[src/design/assert_macros.svh]
// Assertion macros shared by the jitter block RTL.
// Clocked on clk_i, disabled while rst_ni is low; empty when SYNTHESIS is set.
`ifndef ASSERT_MACROS_SVH
`define ASSERT_MACROS_SVH
`ifndef SYNTHESIS
`define ASSERT_CLK(lbl, prop) \
  lbl: assert property (@(posedge clk_i) disable iff (!rst_ni) (prop)) \
    else $error("assertion failed");
`define ASSERT_NEVER(lbl, prop) \
  lbl: assert property (@(posedge clk_i) disable iff (!rst_ni) !(prop)) \
    else $error("forbidden condition seen");
`else
`define ASSERT_CLK(lbl, prop)
`define ASSERT_NEVER(lbl, prop)
`endif
`endif

[src/design/lcgcsj_pkg.sv]
// Types and constants for the LCG color and signal jitter block.
// No dependencies; used by the offset unit and the top level.
package lcgcsj_pkg;

  localparam int unsigned NUM_CH = 5;

  localparam logic [31:0] LCG_MUL = 32'd1664525;
  localparam logic [31:0] LCG_INC = 32'd1013904223;

  localparam logic [23:0] DRAW_FULL = 24'hFF_FFFF;
  localparam logic [23:0] DRAW_HALF = 24'h7F_FFFF;

  localparam logic signed [17:0] SIG_MAX   = 18'sd16384;
  localparam logic signed [17:0] SIG_MIN   = -18'sd16384;
  localparam logic signed [17:0] COLOR_MAX = 18'sd255;
  localparam logic signed [17:0] COLOR_MIN = 18'sd0;

  typedef enum logic [2:0] {
    REG_ENABLE       = 3'd0,
    REG_SEED         = 3'd1,
    REG_COLOR_SPAN   = 3'd2,
    REG_SMELL_AMOUNT = 3'd3,
    REG_TEMP_AMOUNT  = 3'd4,
    REG_ROTATE       = 3'd5
  } cfg_reg_e;

  typedef enum logic [2:0] {
    CH_RED   = 3'd0,
    CH_GREEN = 3'd1,
    CH_BLUE  = 3'd2,
    CH_SMELL = 3'd3,
    CH_HEAT  = 3'd4
  } ch_e;

  typedef enum logic [1:0] {
    ST_IDLE,
    ST_RUN,
    ST_DONE
  } state_e;

  // request into the offset unit
  typedef struct packed {
    logic        vld;
    ch_e         idx;
    logic [23:0] draw;
    logic [14:0] amp;
  } op_t;

  // rounded offset out of the offset unit
  typedef struct packed {
    logic        vld;
    ch_e         idx;
    logic        neg;
    logic [15:0] mag;
  } res_t;

endpackage

[src/design/lcgcsj_in_if.sv]
// Input channel of the jitter block: one cell word with valid/ready.
// No dependencies.
interface lcgcsj_in_if;
  logic               valid;
  logic               ready;
  logic [7:0]         red_in;
  logic [7:0]         green_in;
  logic [7:0]         blue_in;
  logic signed [15:0] smell_in;
  logic signed [15:0] heat_in;
  logic               liquid_hint;

  modport source (
    output valid, red_in, green_in, blue_in, smell_in, heat_in, liquid_hint,
    input  ready
  );
  modport sink (
    input  valid, red_in, green_in, blue_in, smell_in, heat_in, liquid_hint,
    output ready
  );
endinterface

[src/design/lcgcsj_out_if.sv]
// Output channel of the jitter block: one result word with valid/ready.
// No dependencies.
interface lcgcsj_out_if;
  logic               valid;
  logic               ready;
  logic [7:0]         red_out;
  logic [7:0]         green_out;
  logic [7:0]         blue_out;
  logic signed [15:0] smell_out;
  logic signed [15:0] heat_out;

  modport source (
    output valid, red_out, green_out, blue_out, smell_out, heat_out,
    input  ready
  );
  modport sink (
    input  valid, red_out, green_out, blue_out, smell_out, heat_out,
    output ready
  );
endinterface

[src/design/lcgcsj_offset.sv]
// Shared offset unit: round_half_away((2r - M) * amp / M) in two stages.
// Depends on lcgcsj_pkg (op_t, res_t, draw constants).
module lcgcsj_offset import lcgcsj_pkg::*; (
  input  logic clk_i,
  input  logic rst_ni,
  input  op_t  op_i,
  output res_t res_o
);

  logic [24:0] dbl;
  logic [24:0] mag;
  logic        neg;
  logic [39:0] acc_d;

  logic        a_vld_q;
  ch_e         a_idx_q;
  logic        a_neg_q;
  logic [39:0] a_acc_q;

  logic [15:0] quo_est;
  logic [24:0] rem;
  logic [15:0] quo;

  logic        b_vld_q;
  ch_e         b_idx_q;
  logic        b_neg_q;
  logic [15:0] b_mag_q;

  // stage A: |2r - M| * amp, plus (M - 1) / 2 for rounding
  always_comb begin
    dbl   = {op_i.draw, 1'b0};
    neg   = ~op_i.draw[23];
    mag   = neg ? ({1'b0, DRAW_FULL} - dbl) : (dbl - {1'b0, DRAW_FULL});
    acc_d = ({15'b0, mag} * {25'b0, op_i.amp}) + {16'b0, DRAW_HALF};
  end

  always_ff @(posedge clk_i or negedge rst_ni) begin
    if (!rst_ni) begin
      a_vld_q <= 1'b0;
    end else begin
      a_vld_q <= op_i.vld;
    end
  end

  always_ff @(posedge clk_i) begin
    if (op_i.vld) begin
      a_idx_q <= op_i.idx;
      a_neg_q <= neg;
      a_acc_q <= acc_d;
    end
  end

  // stage B: divide by 2^24 - 1; the estimate is low by at most one
  always_comb begin
    quo_est = a_acc_q[39:24];
    rem     = {1'b0, a_acc_q[23:0]} + {9'b0, quo_est};
    quo     = quo_est + {15'b0, (rem >= {1'b0, DRAW_FULL})};
  end

  always_ff @(posedge clk_i or negedge rst_ni) begin
    if (!rst_ni) begin
      b_vld_q <= 1'b0;
    end else begin
      b_vld_q <= a_vld_q;
    end
  end

  always_ff @(posedge clk_i) begin
    if (a_vld_q) begin
      b_idx_q <= a_idx_q;
      b_neg_q <= a_neg_q;
      b_mag_q <= quo;
    end
  end

  assign res_o.vld = b_vld_q;
  assign res_o.idx = b_idx_q;
  assign res_o.neg = b_neg_q;
  assign res_o.mag = b_mag_q;

endmodule

[src/design/lcg_color_signal_jitter.sv]
// Channel   | Dir | Handshake    | Word
// cell_i    | in  | valid/ready  | red, green, blue, smell, heat, liquid hint
// cell_o    | out | valid/ready  | red, green, blue, smell, heat
// cfg_*     | in  | write enable | register index, 32-bit data
// Enabled: one cell at a time; five LCG steps (one 32x32 multiply per
// cycle) feed the two-stage offset unit, then one write-back per channel.
// Disabled: one cell at a time, passed through without generator steps.
// Reset clears control, the registers and sets the generator state to one.
// A result held on cell_o blocks the next result, not the next accept.
// Top level of the LCG color and signal jitter block.
// Depends on lcgcsj_pkg, lcgcsj_in_if, lcgcsj_out_if, lcgcsj_offset.
`include "assert_macros.svh"

module lcg_color_signal_jitter import lcgcsj_pkg::*; (
  input  logic        clk_i,
  input  logic        rst_ni,
  input  logic        cfg_we_i,
  input  logic [2:0]  cfg_idx_i,
  input  logic [31:0] cfg_data_i,
  lcgcsj_in_if.sink   cell_i,
  lcgcsj_out_if.source cell_o
);

  // configuration
  logic        enable_q;
  logic [7:0]  color_span_q;
  logic [14:0] smell_amt_q;
  logic [14:0] temp_amt_q;
  logic        rotate_q;
  logic [31:0] lcg_q;
  logic [31:0] lcg_d;

  // sequencer
  state_e      state_q;
  state_e      state_d;
  logic        accept;
  logic        load_out;
  logic        gen_act_q;
  ch_e         gen_idx_q;
  logic        iss_vld_q;
  ch_e         iss_idx_q;

  op_t         op;
  res_t        res;

  // working values
  logic signed [15:0] val_q [NUM_CH];
  logic               rot_q;
  logic signed [15:0] cur;
  logic signed [17:0] off;
  logic signed [17:0] sum;
  logic signed [17:0] lo;
  logic signed [17:0] hi;
  logic signed [15:0] wb;

  // output register
  logic               out_vld_q;
  logic [7:0]         red_q;
  logic [7:0]         green_q;
  logic [7:0]         blue_q;
  logic signed [15:0] smell_q;
  logic signed [15:0] heat_q;

  // ---------------------------------------------------------------- config
  always_ff @(posedge clk_i or negedge rst_ni) begin
    if (!rst_ni) begin
      enable_q     <= 1'b0;
      color_span_q <= '0;
      smell_amt_q  <= '0;
      temp_amt_q   <= '0;
      rotate_q     <= 1'b0;
    end else if (cfg_we_i) begin
      unique case (cfg_reg_e'(cfg_idx_i))
        REG_ENABLE:       enable_q     <= cfg_data_i[0];
        REG_COLOR_SPAN:   color_span_q <= cfg_data_i[7:0];
        REG_SMELL_AMOUNT: smell_amt_q  <= cfg_data_i[14:0];
        REG_TEMP_AMOUNT:  temp_amt_q   <= cfg_data_i[14:0];
        REG_ROTATE:       rotate_q     <= cfg_data_i[0];
        default: ;
      endcase
    end
  end

  // ------------------------------------------------------------- generator
  always_comb begin
    lcg_d = lcg_q;
    if (cfg_we_i && (cfg_reg_e'(cfg_idx_i) == REG_SEED)) begin
      lcg_d = (cfg_data_i == 32'd0) ? 32'd1 : cfg_data_i;
    end else if (gen_act_q) begin
      lcg_d = lcg_q * LCG_MUL + LCG_INC;
    end
  end

  always_ff @(posedge clk_i or negedge rst_ni) begin
    if (!rst_ni) begin
      lcg_q <= 32'd1;
    end else begin
      lcg_q <= lcg_d;
    end
  end

  assign accept = cell_i.valid && cell_i.ready;

  // step the generator once per channel, red first
  always_ff @(posedge clk_i or negedge rst_ni) begin
    if (!rst_ni) begin
      gen_act_q <= 1'b0;
      gen_idx_q <= CH_RED;
      iss_vld_q <= 1'b0;
      iss_idx_q <= CH_RED;
    end else begin
      iss_vld_q <= gen_act_q;
      iss_idx_q <= gen_idx_q;
      if (accept) begin
        gen_act_q <= enable_q;
        gen_idx_q <= CH_RED;
      end else if (gen_act_q) begin
        gen_idx_q <= ch_e'(gen_idx_q + 3'd1);
        if (gen_idx_q == CH_HEAT) begin
          gen_act_q <= 1'b0;
        end
      end
    end
  end

  // draw taken from the state left by the previous step
  always_comb begin
    op.vld  = iss_vld_q;
    op.idx  = iss_idx_q;
    op.draw = lcg_q[31:8];
    case (iss_idx_q)
      CH_SMELL: op.amp = smell_amt_q;
      CH_HEAT:  op.amp = temp_amt_q;
      default:  op.amp = {7'b0, color_span_q};
    endcase
  end

  lcgcsj_offset u_offset (
    .clk_i  (clk_i),
    .rst_ni (rst_ni),
    .op_i   (op),
    .res_o  (res)
  );

  // ------------------------------------------------------------ write-back
  always_comb begin
    cur = val_q[res.idx];
    off = res.neg ? -$signed({2'b0, res.mag}) : $signed({2'b0, res.mag});
    sum = {{2{cur[15]}}, cur} + off;
    if (res.idx inside {CH_RED, CH_GREEN, CH_BLUE}) begin
      lo = COLOR_MIN;
      hi = COLOR_MAX;
    end else begin
      lo = SIG_MIN;
      hi = SIG_MAX;
    end
    if (sum < lo) begin
      wb = lo[15:0];
    end else if (sum > hi) begin
      wb = hi[15:0];
    end else begin
      wb = sum[15:0];
    end
  end

  always_ff @(posedge clk_i) begin
    if (accept) begin
      val_q[CH_RED]   <= {8'b0, cell_i.red_in};
      val_q[CH_GREEN] <= {8'b0, cell_i.green_in};
      val_q[CH_BLUE]  <= {8'b0, cell_i.blue_in};
      val_q[CH_SMELL] <= cell_i.smell_in;
      val_q[CH_HEAT]  <= cell_i.heat_in;
      rot_q           <= enable_q && rotate_q && cell_i.liquid_hint;
    end else if (res.vld) begin
      val_q[res.idx] <= wb;
    end
  end

  // ------------------------------------------------------------- sequencer
  always_comb begin
    state_d = state_q;
    unique case (state_q)
      ST_IDLE: begin
        if (accept) begin
          state_d = enable_q ? ST_RUN : ST_DONE;
        end
      end
      ST_RUN: begin
        if (res.vld && (res.idx == CH_HEAT)) begin
          state_d = ST_DONE;
        end
      end
      ST_DONE: begin
        if (!out_vld_q || cell_o.ready) begin
          state_d = ST_IDLE;
        end
      end
      default: state_d = ST_IDLE;
    endcase
  end

  always_comb begin
    cell_i.ready = 1'b0;
    load_out     = 1'b0;
    unique case (state_q)
      ST_IDLE: cell_i.ready = 1'b1;
      ST_RUN:  ;
      ST_DONE: load_out = !out_vld_q || cell_o.ready;
      default: ;
    endcase
  end

  always_ff @(posedge clk_i or negedge rst_ni) begin
    if (!rst_ni) begin
      state_q <= ST_IDLE;
    end else begin
      state_q <= state_d;
    end
  end

  // ---------------------------------------------------------------- output
  always_ff @(posedge clk_i or negedge rst_ni) begin
    if (!rst_ni) begin
      out_vld_q <= 1'b0;
    end else if (load_out) begin
      out_vld_q <= 1'b1;
    end else if (cell_o.ready) begin
      out_vld_q <= 1'b0;
    end
  end

  // rotate liquid colors on the way out
  always_ff @(posedge clk_i) begin
    if (load_out) begin
      red_q   <= rot_q ? val_q[CH_GREEN][7:0] : val_q[CH_RED][7:0];
      green_q <= rot_q ? val_q[CH_BLUE][7:0]  : val_q[CH_GREEN][7:0];
      blue_q  <= rot_q ? val_q[CH_RED][7:0]   : val_q[CH_BLUE][7:0];
      smell_q <= val_q[CH_SMELL];
      heat_q  <= val_q[CH_HEAT];
    end
  end

  assign cell_o.valid     = out_vld_q;
  assign cell_o.red_out   = red_q;
  assign cell_o.green_out = green_q;
  assign cell_o.blue_out  = blue_q;
  assign cell_o.smell_out = smell_q;
  assign cell_o.heat_out  = heat_q;

  // ------------------------------------------------------------ assertions
  `ASSERT_CLK(a_res_in_run, res.vld |-> state_q == ST_RUN)
  `ASSERT_CLK(a_lcg_hold, (state_q != ST_RUN && !cfg_we_i) |=> $stable(lcg_q))
  `ASSERT_CLK(a_last_done, (res.vld && res.idx == CH_HEAT) |=> state_q == ST_DONE)
  `ASSERT_NEVER(a_gen_idle, gen_act_q && state_q != ST_RUN)

endmodule
[src/flat_wrapper.sv]
// flat-port wrapper written by rule: the top's interface ports become plain ports
module lcg_color_signal_jitter_flat import lcgcsj_pkg::*;
  (clk_i, rst_ni, cfg_we_i, cfg_idx_i, cfg_data_i, cell_i_valid, cell_i_red_in, cell_i_green_in, cell_i_blue_in, cell_i_smell_in, cell_i_heat_in, cell_i_liquid_hint, cell_i_ready, cell_o_valid, cell_o_red_out, cell_o_green_out, cell_o_blue_out, cell_o_smell_out, cell_o_heat_out, cell_o_ready);
  lcgcsj_in_if cell_i_i ();
  lcgcsj_out_if cell_o_i ();
  input  logic clk_i;
  input  logic rst_ni;
  input  logic cfg_we_i;
  input  logic [2:0] cfg_idx_i;
  input  logic [31:0] cfg_data_i;
  input wire logic [$bits(cell_i_i.valid)-1:0] cell_i_valid;
  input wire logic [$bits(cell_i_i.red_in)-1:0] cell_i_red_in;
  input wire logic [$bits(cell_i_i.green_in)-1:0] cell_i_green_in;
  input wire logic [$bits(cell_i_i.blue_in)-1:0] cell_i_blue_in;
  input wire logic [$bits(cell_i_i.smell_in)-1:0] cell_i_smell_in;
  input wire logic [$bits(cell_i_i.heat_in)-1:0] cell_i_heat_in;
  input wire logic [$bits(cell_i_i.liquid_hint)-1:0] cell_i_liquid_hint;
  output wire logic [$bits(cell_i_i.ready)-1:0] cell_i_ready;
  output wire logic [$bits(cell_o_i.valid)-1:0] cell_o_valid;
  output wire logic [$bits(cell_o_i.red_out)-1:0] cell_o_red_out;
  output wire logic [$bits(cell_o_i.green_out)-1:0] cell_o_green_out;
  output wire logic [$bits(cell_o_i.blue_out)-1:0] cell_o_blue_out;
  output wire logic [$bits(cell_o_i.smell_out)-1:0] cell_o_smell_out;
  output wire logic [$bits(cell_o_i.heat_out)-1:0] cell_o_heat_out;
  input wire logic [$bits(cell_o_i.ready)-1:0] cell_o_ready;
  assign cell_i_i.valid = cell_i_valid;
  assign cell_i_i.red_in = cell_i_red_in;
  assign cell_i_i.green_in = cell_i_green_in;
  assign cell_i_i.blue_in = cell_i_blue_in;
  assign cell_i_i.smell_in = cell_i_smell_in;
  assign cell_i_i.heat_in = cell_i_heat_in;
  assign cell_i_i.liquid_hint = cell_i_liquid_hint;
  assign cell_i_ready = cell_i_i.ready;
  assign cell_o_valid = cell_o_i.valid;
  assign cell_o_red_out = cell_o_i.red_out;
  assign cell_o_green_out = cell_o_i.green_out;
  assign cell_o_blue_out = cell_o_i.blue_out;
  assign cell_o_smell_out = cell_o_i.smell_out;
  assign cell_o_heat_out = cell_o_i.heat_out;
  assign cell_o_i.ready = cell_o_ready;
  lcg_color_signal_jitter u_core (.clk_i(clk_i), .rst_ni(rst_ni), .cfg_we_i(cfg_we_i), .cfg_idx_i(cfg_idx_i), .cfg_data_i(cfg_data_i), .cell_i(cell_i_i), .cell_o(cell_o_i));
endmodule
[config.mk]
export PLATFORM = sky130hd
export DESIGN_NAME = lcg_color_signal_jitter_flat
export DESIGN_NICKNAME = d
export VERILOG_FILES = /design/src/design/lcgcsj_pkg.sv /design/src/design/lcgcsj_in_if.sv /design/src/design/lcgcsj_out_if.sv /design/src/design/lcgcsj_offset.sv /design/src/design/lcg_color_signal_jitter.sv /design/src/flat_wrapper.sv
export VERILOG_INCLUDE_DIRS = /design/src /design/src/design
export SDC_FILE = /design/constraint.sdc
export NUM_CORES = 2
export LEC_CHECK = 0
export ABC_CLOCK_PERIOD_IN_PS = 15750
export BUFFER_PORTS_ARGS = -buffer_cell sky130_fd_sc_hd__buf_4
export CAP_MARGIN = 0
export CORE_MARGIN = 1
export CORE_UTILIZATION = 53
export CTS_CLUSTER_SIZE = 14
export DETAILED_ROUTE_END_ITERATION = 16
export PLACE_DENSITY = 0.7
export SYNTH_ARGS = -nofsm -noshare
export SYNTH_HDL_FRONTEND = slang
export SYNTH_SLANG_ARGS = --single-unit
[constraint.sdc]
create_clock -name clk_i -period 15.75 [get_ports clk_i]
set_clock_uncertainty 0.2 [all_clocks]
set_input_delay 0.7875 -clock clk_i [delete_from_list [all_inputs] [get_ports clk_i]]
set_output_delay 0.7875 -clock clk_i [all_outputs]
set_load 0.01 [all_outputs]
==> impl_metrics.csv <==
group,metric,value,unit
timing,hold_viol,0,
timing,finalSetupViolCount,0,
clocking,cts.sinks,337,
clocking,clk_pin_slew_worst_paths,0.06,ns
placed_design,port_buffers,154,
cells_and_area,multi_input_area,22660,sq um
floorplanning,fp.dieArea,66610,sq um
timing,drv_slew,0,
cells_and_area,stdcell_count,4330,
logic_synthesis,syn-num-nets,4165,
worst_setup_path,critPathMaxFanout,18,
cells_and_area,syn2layout_area_growth,9.860,%
worst_setup_path,timing_worst_setup_path_type,"flop to flop",
worst_setup_path,cp-startpoint,"u_core.iss_idx_q[0]",
drt,avgViaCountPerCell,5.692,
floorplanning,die_h,258.1,um
worst_setup_path,cp.required,15.98,ns
timing,tightest_slew,1.208,ns
drt,wl,87960,um
placed_design,dp_hpwl,70200,um
floorplanning,fp.coreArea,64580,sq um
timing,rsz0062_at_grt,"no",
clocking,post-cts-setup-buffer-count,0,
global_route,antenna_found_initial,2,
timing,slew_headroom,0.1947,
cells_and_area,final_core_utilization,0.5912,
floorplanning,initial_core_util,0.5382,
logic_synthesis,syn_area,34760,sq um
worst_hold_path,min_path_type,"flop to flop",
clocking,cts_buffers,38,
placed_design,dpl.cell_count,4259,
worst_setup_path,arrival,8.99,ns
drt,drc,0,
logic_synthesis,yosys.area.top_type,"fa_1",
global_route,grt_pass1_wl,140800,um
cells_and_area,final_common_cell,"inv_1",
worst_setup_path,critPathLaunchType,"flop",
cells_and_area,layout.nets,4302,
logic_synthesis,synth_warnings,0,
status,status,"finished clean",
global_route,grt_pass1_vias,25920,
global_route,grt_use_total,0.2743,
clocking,clockBufferDepth,3,
clocking,cts_tree,"built",
floorplanning,die-width,258.1,um
clocking,h-tree-depth,2,
clocking,root_buffer,"clkbuf_16",
drt,vias,24650,
drt,final_antenna_net_count,0,
cells_and_area,num-fill-cells,5454,
floorplanning,rows,93,
floorplanning,pin_count,155,
cells_and_area,seqCellArea,9671,sq um
logic_synthesis,synth_ff_type,"edfxtp_1",
worst_hold_path,worstHoldStart,"u_core.u_offset.a_neg_q",
placed_design,globalplace.congestion,0.9251,
timing,clock.fmax,114.2,MHz
flow_run,max-cap-violations,0,
logic_synthesis,ys_top_cells_by_area,"fa_1, edfxtp_1, ha_1",
logic_synthesis,ys_types,82,
timing,period_share,0.5560,
worst_setup_path,end_kind,"flop",
clocking,post_cts_resize_count,0,
cells_and_area,insertedDiodeCount,0,
logic_synthesis,ys_seq_area_frac,0.2781,
worst_setup_path,reg2reg_from,"u_core.iss_idx_q[0]",
logic_synthesis,ys_async_sr_fraction,0.2522,
timing,tns,0,ns
global_route,grt_start_max_net_pins,73,
worst_setup_path,rrSetupSlack,6.99,ns
logic_synthesis,ys_seq_elements,337,
drt,first_pass_iters,7,
cells_and_area,layout-drive-gt1-share,0.1203,
logic_synthesis,synthCells,3308,
drt,first_iter_violations,1750,
clocking,clk_latency,0.57,ns
logic_synthesis,avgSynthCellArea,10.51,sq um
cells_and_area,layout_common_cells,"inv_1, fa_1, nand2_1",
logic_synthesis,synth_top_area_share,0.2529,
global_route,grt.overflow.total,0,
drt,drt-wirelength-per-cell,20.31,um
timing,min_period,8.757,ns
logic_synthesis,synth_edf_count,249,
[synth_stat cells, types with 9 or more instances]
master / number
and3_1: 16
ha_1: 321
nand2_1: 351
nor2_1: 240
mux2i_1: 21
xnor2_1: 109
a21oi_1: 94
nor2b_1: 17
edfxtp_1: 249
o31ai_1: 23
inv_1: 554
buf_1: 9
fa_1: 439
a211oi_1: 12
o21ai_0: 106
and2_1: 11
clkbuf_1: 80
nand3_1: 36
dfrtp_1: 84
a31oi_1: 36
xor2_1: 59
mux2_2: 90
or2_2: 12
or3_1: 18
mux4_2: 32
nor3_1: 48
a21o_1: 41
nand4_1: 16
o21a_1: 11
nor4_1: 11
nand2b_1: 21
[sequential cells by signal, summed over array words and instances (netlist names), 2 cells and up, named ones only]
name	count
u_core.cell_o.red_out	8
u_core.cell_o.heat_out	16
u_core.lcg_q	32
u_core.cell_o.green_out	8
u_core.u_offset.b_idx_q	3
u_core.u_offset.a_acc_q	40
u_core.cell_o.smell_out	16
u_core.color_span_q	8
u_core.iss_idx_q	3
u_core.cell_o.blue_out	8
u_core.gen_idx_q	3
u_core.state_q	2
u_core.temp_amt_q	15
u_core.u_offset.a_idx_q	3
u_core.u_offset.b_mag_q	16
u_core.smell_amt_q	15
u_core.val_q	128
[path summary, 6_finish.rpt]
| kind | to | depth (start not counted) |
|---|---|---|
| worst max-delay path | u_core.u_offset.a_acc_q[38] | 26 |
| worst max register to register | u_core.u_offset.a_acc_q[38] | 26 |
| max in group asynchronous | u_core.iss_vld_q | 3 |
| worst min-delay path | u_core.u_offset.b_neg_q | 0 |
| worst min register to register | u_core.u_offset.b_neg_q | 0 |
| min in group asynchronous | u_core.lcg_q[19] | 2 |
[cell type report]
type                       instances  area share
timing repair buffer             194     0.03821
sequential                       337      0.2533
multi-input combinational       2317      0.5933
clock inverter                    27    0.006455
tap                              855     0.02802
inverter                         557     0.05476
clock buffer                      43     0.02595
[worst max-delay path: stages (launching register included)]
cell and delay (ns):
dfrtp_1 0.58, nand2_1 0.10, nor2_1 0.40, a21o_1 0.31, o221a_2 0.42, clkinv_1 0.57
nor2_1 0.30, fa_1 0.44, inv_1 0.08, fa_1 0.43, fa_1 0.52, inv_1 0.06
fa_1 0.49, fa_1 0.49, inv_1 0.05, fa_1 0.47, inv_1 0.04, ha_1 0.31
a21oi_1 0.25, o21ai_0 0.13, a21oi_1 0.19, o21ai_0 0.22, a31o_2 0.33, o21ai_0 0.32
a211oi_1 0.15, or4b_2 0.65, nand3_1 0.10
[cell families (layout without fill, tap and decap cells)]
| group | Yosys count | count (layout) | share of synthesized area |
|---|---|---|---|
| compound gates | 423 | 423 | 0.07967 |
| xor+xnor | 168 | 168 | 0.04234 |
| fa+ha+maj | 760 | 760 | 0.3684 |
| buf+inv | 654 | 821 | 0.07128 |
| flops | 337 | 337 | 0.2781 |
| mux | 143 | 143 | 0.05594 |
| simple gates | 823 | 823 | 0.1043 |
[routing by layer]
metal / vias to the layer above / track usage / part of all wire
met2: 904 / 0.4704 / 0.49
met1: 12280 / 0.3533 / 0.40
li1: 11250 / - / -
met5: - / 0 / 0
met4: 0 / 0.1062 / 0.038
met3: 213 / 0.03651 / 0.067
[per-stage QoR]
| stage | setup slack (ns) | hold slack, ns | cell area, sq um |
|---|---|---|---|
| 6_report | 6.993 | 0.2196 | 38180 |
| 4_1_cts | 7.058 | 0.2162 | 38180 |
| 3_3_place_gp | 7.282 | 0.2053 | 36940 |
| 5_1_grt | 6.395 | 0.2373 | 38180 |
| 3_5_place_dp | 7.132 | 0.2075 | 36940 |
| 2_1_floorplan | 8.288 | 0.1911 | 34760 |
[repair_timing]
action                                 in CTS  in global routing
setup endpoints to repair                   0                  0
hold buffers                                1                  0
endpoints found under the hold margin      13                  0
Power is left out: the tool's default activity adds up to more than one toggle a clock period on the data nets, which glitch-free logic cannot reach.
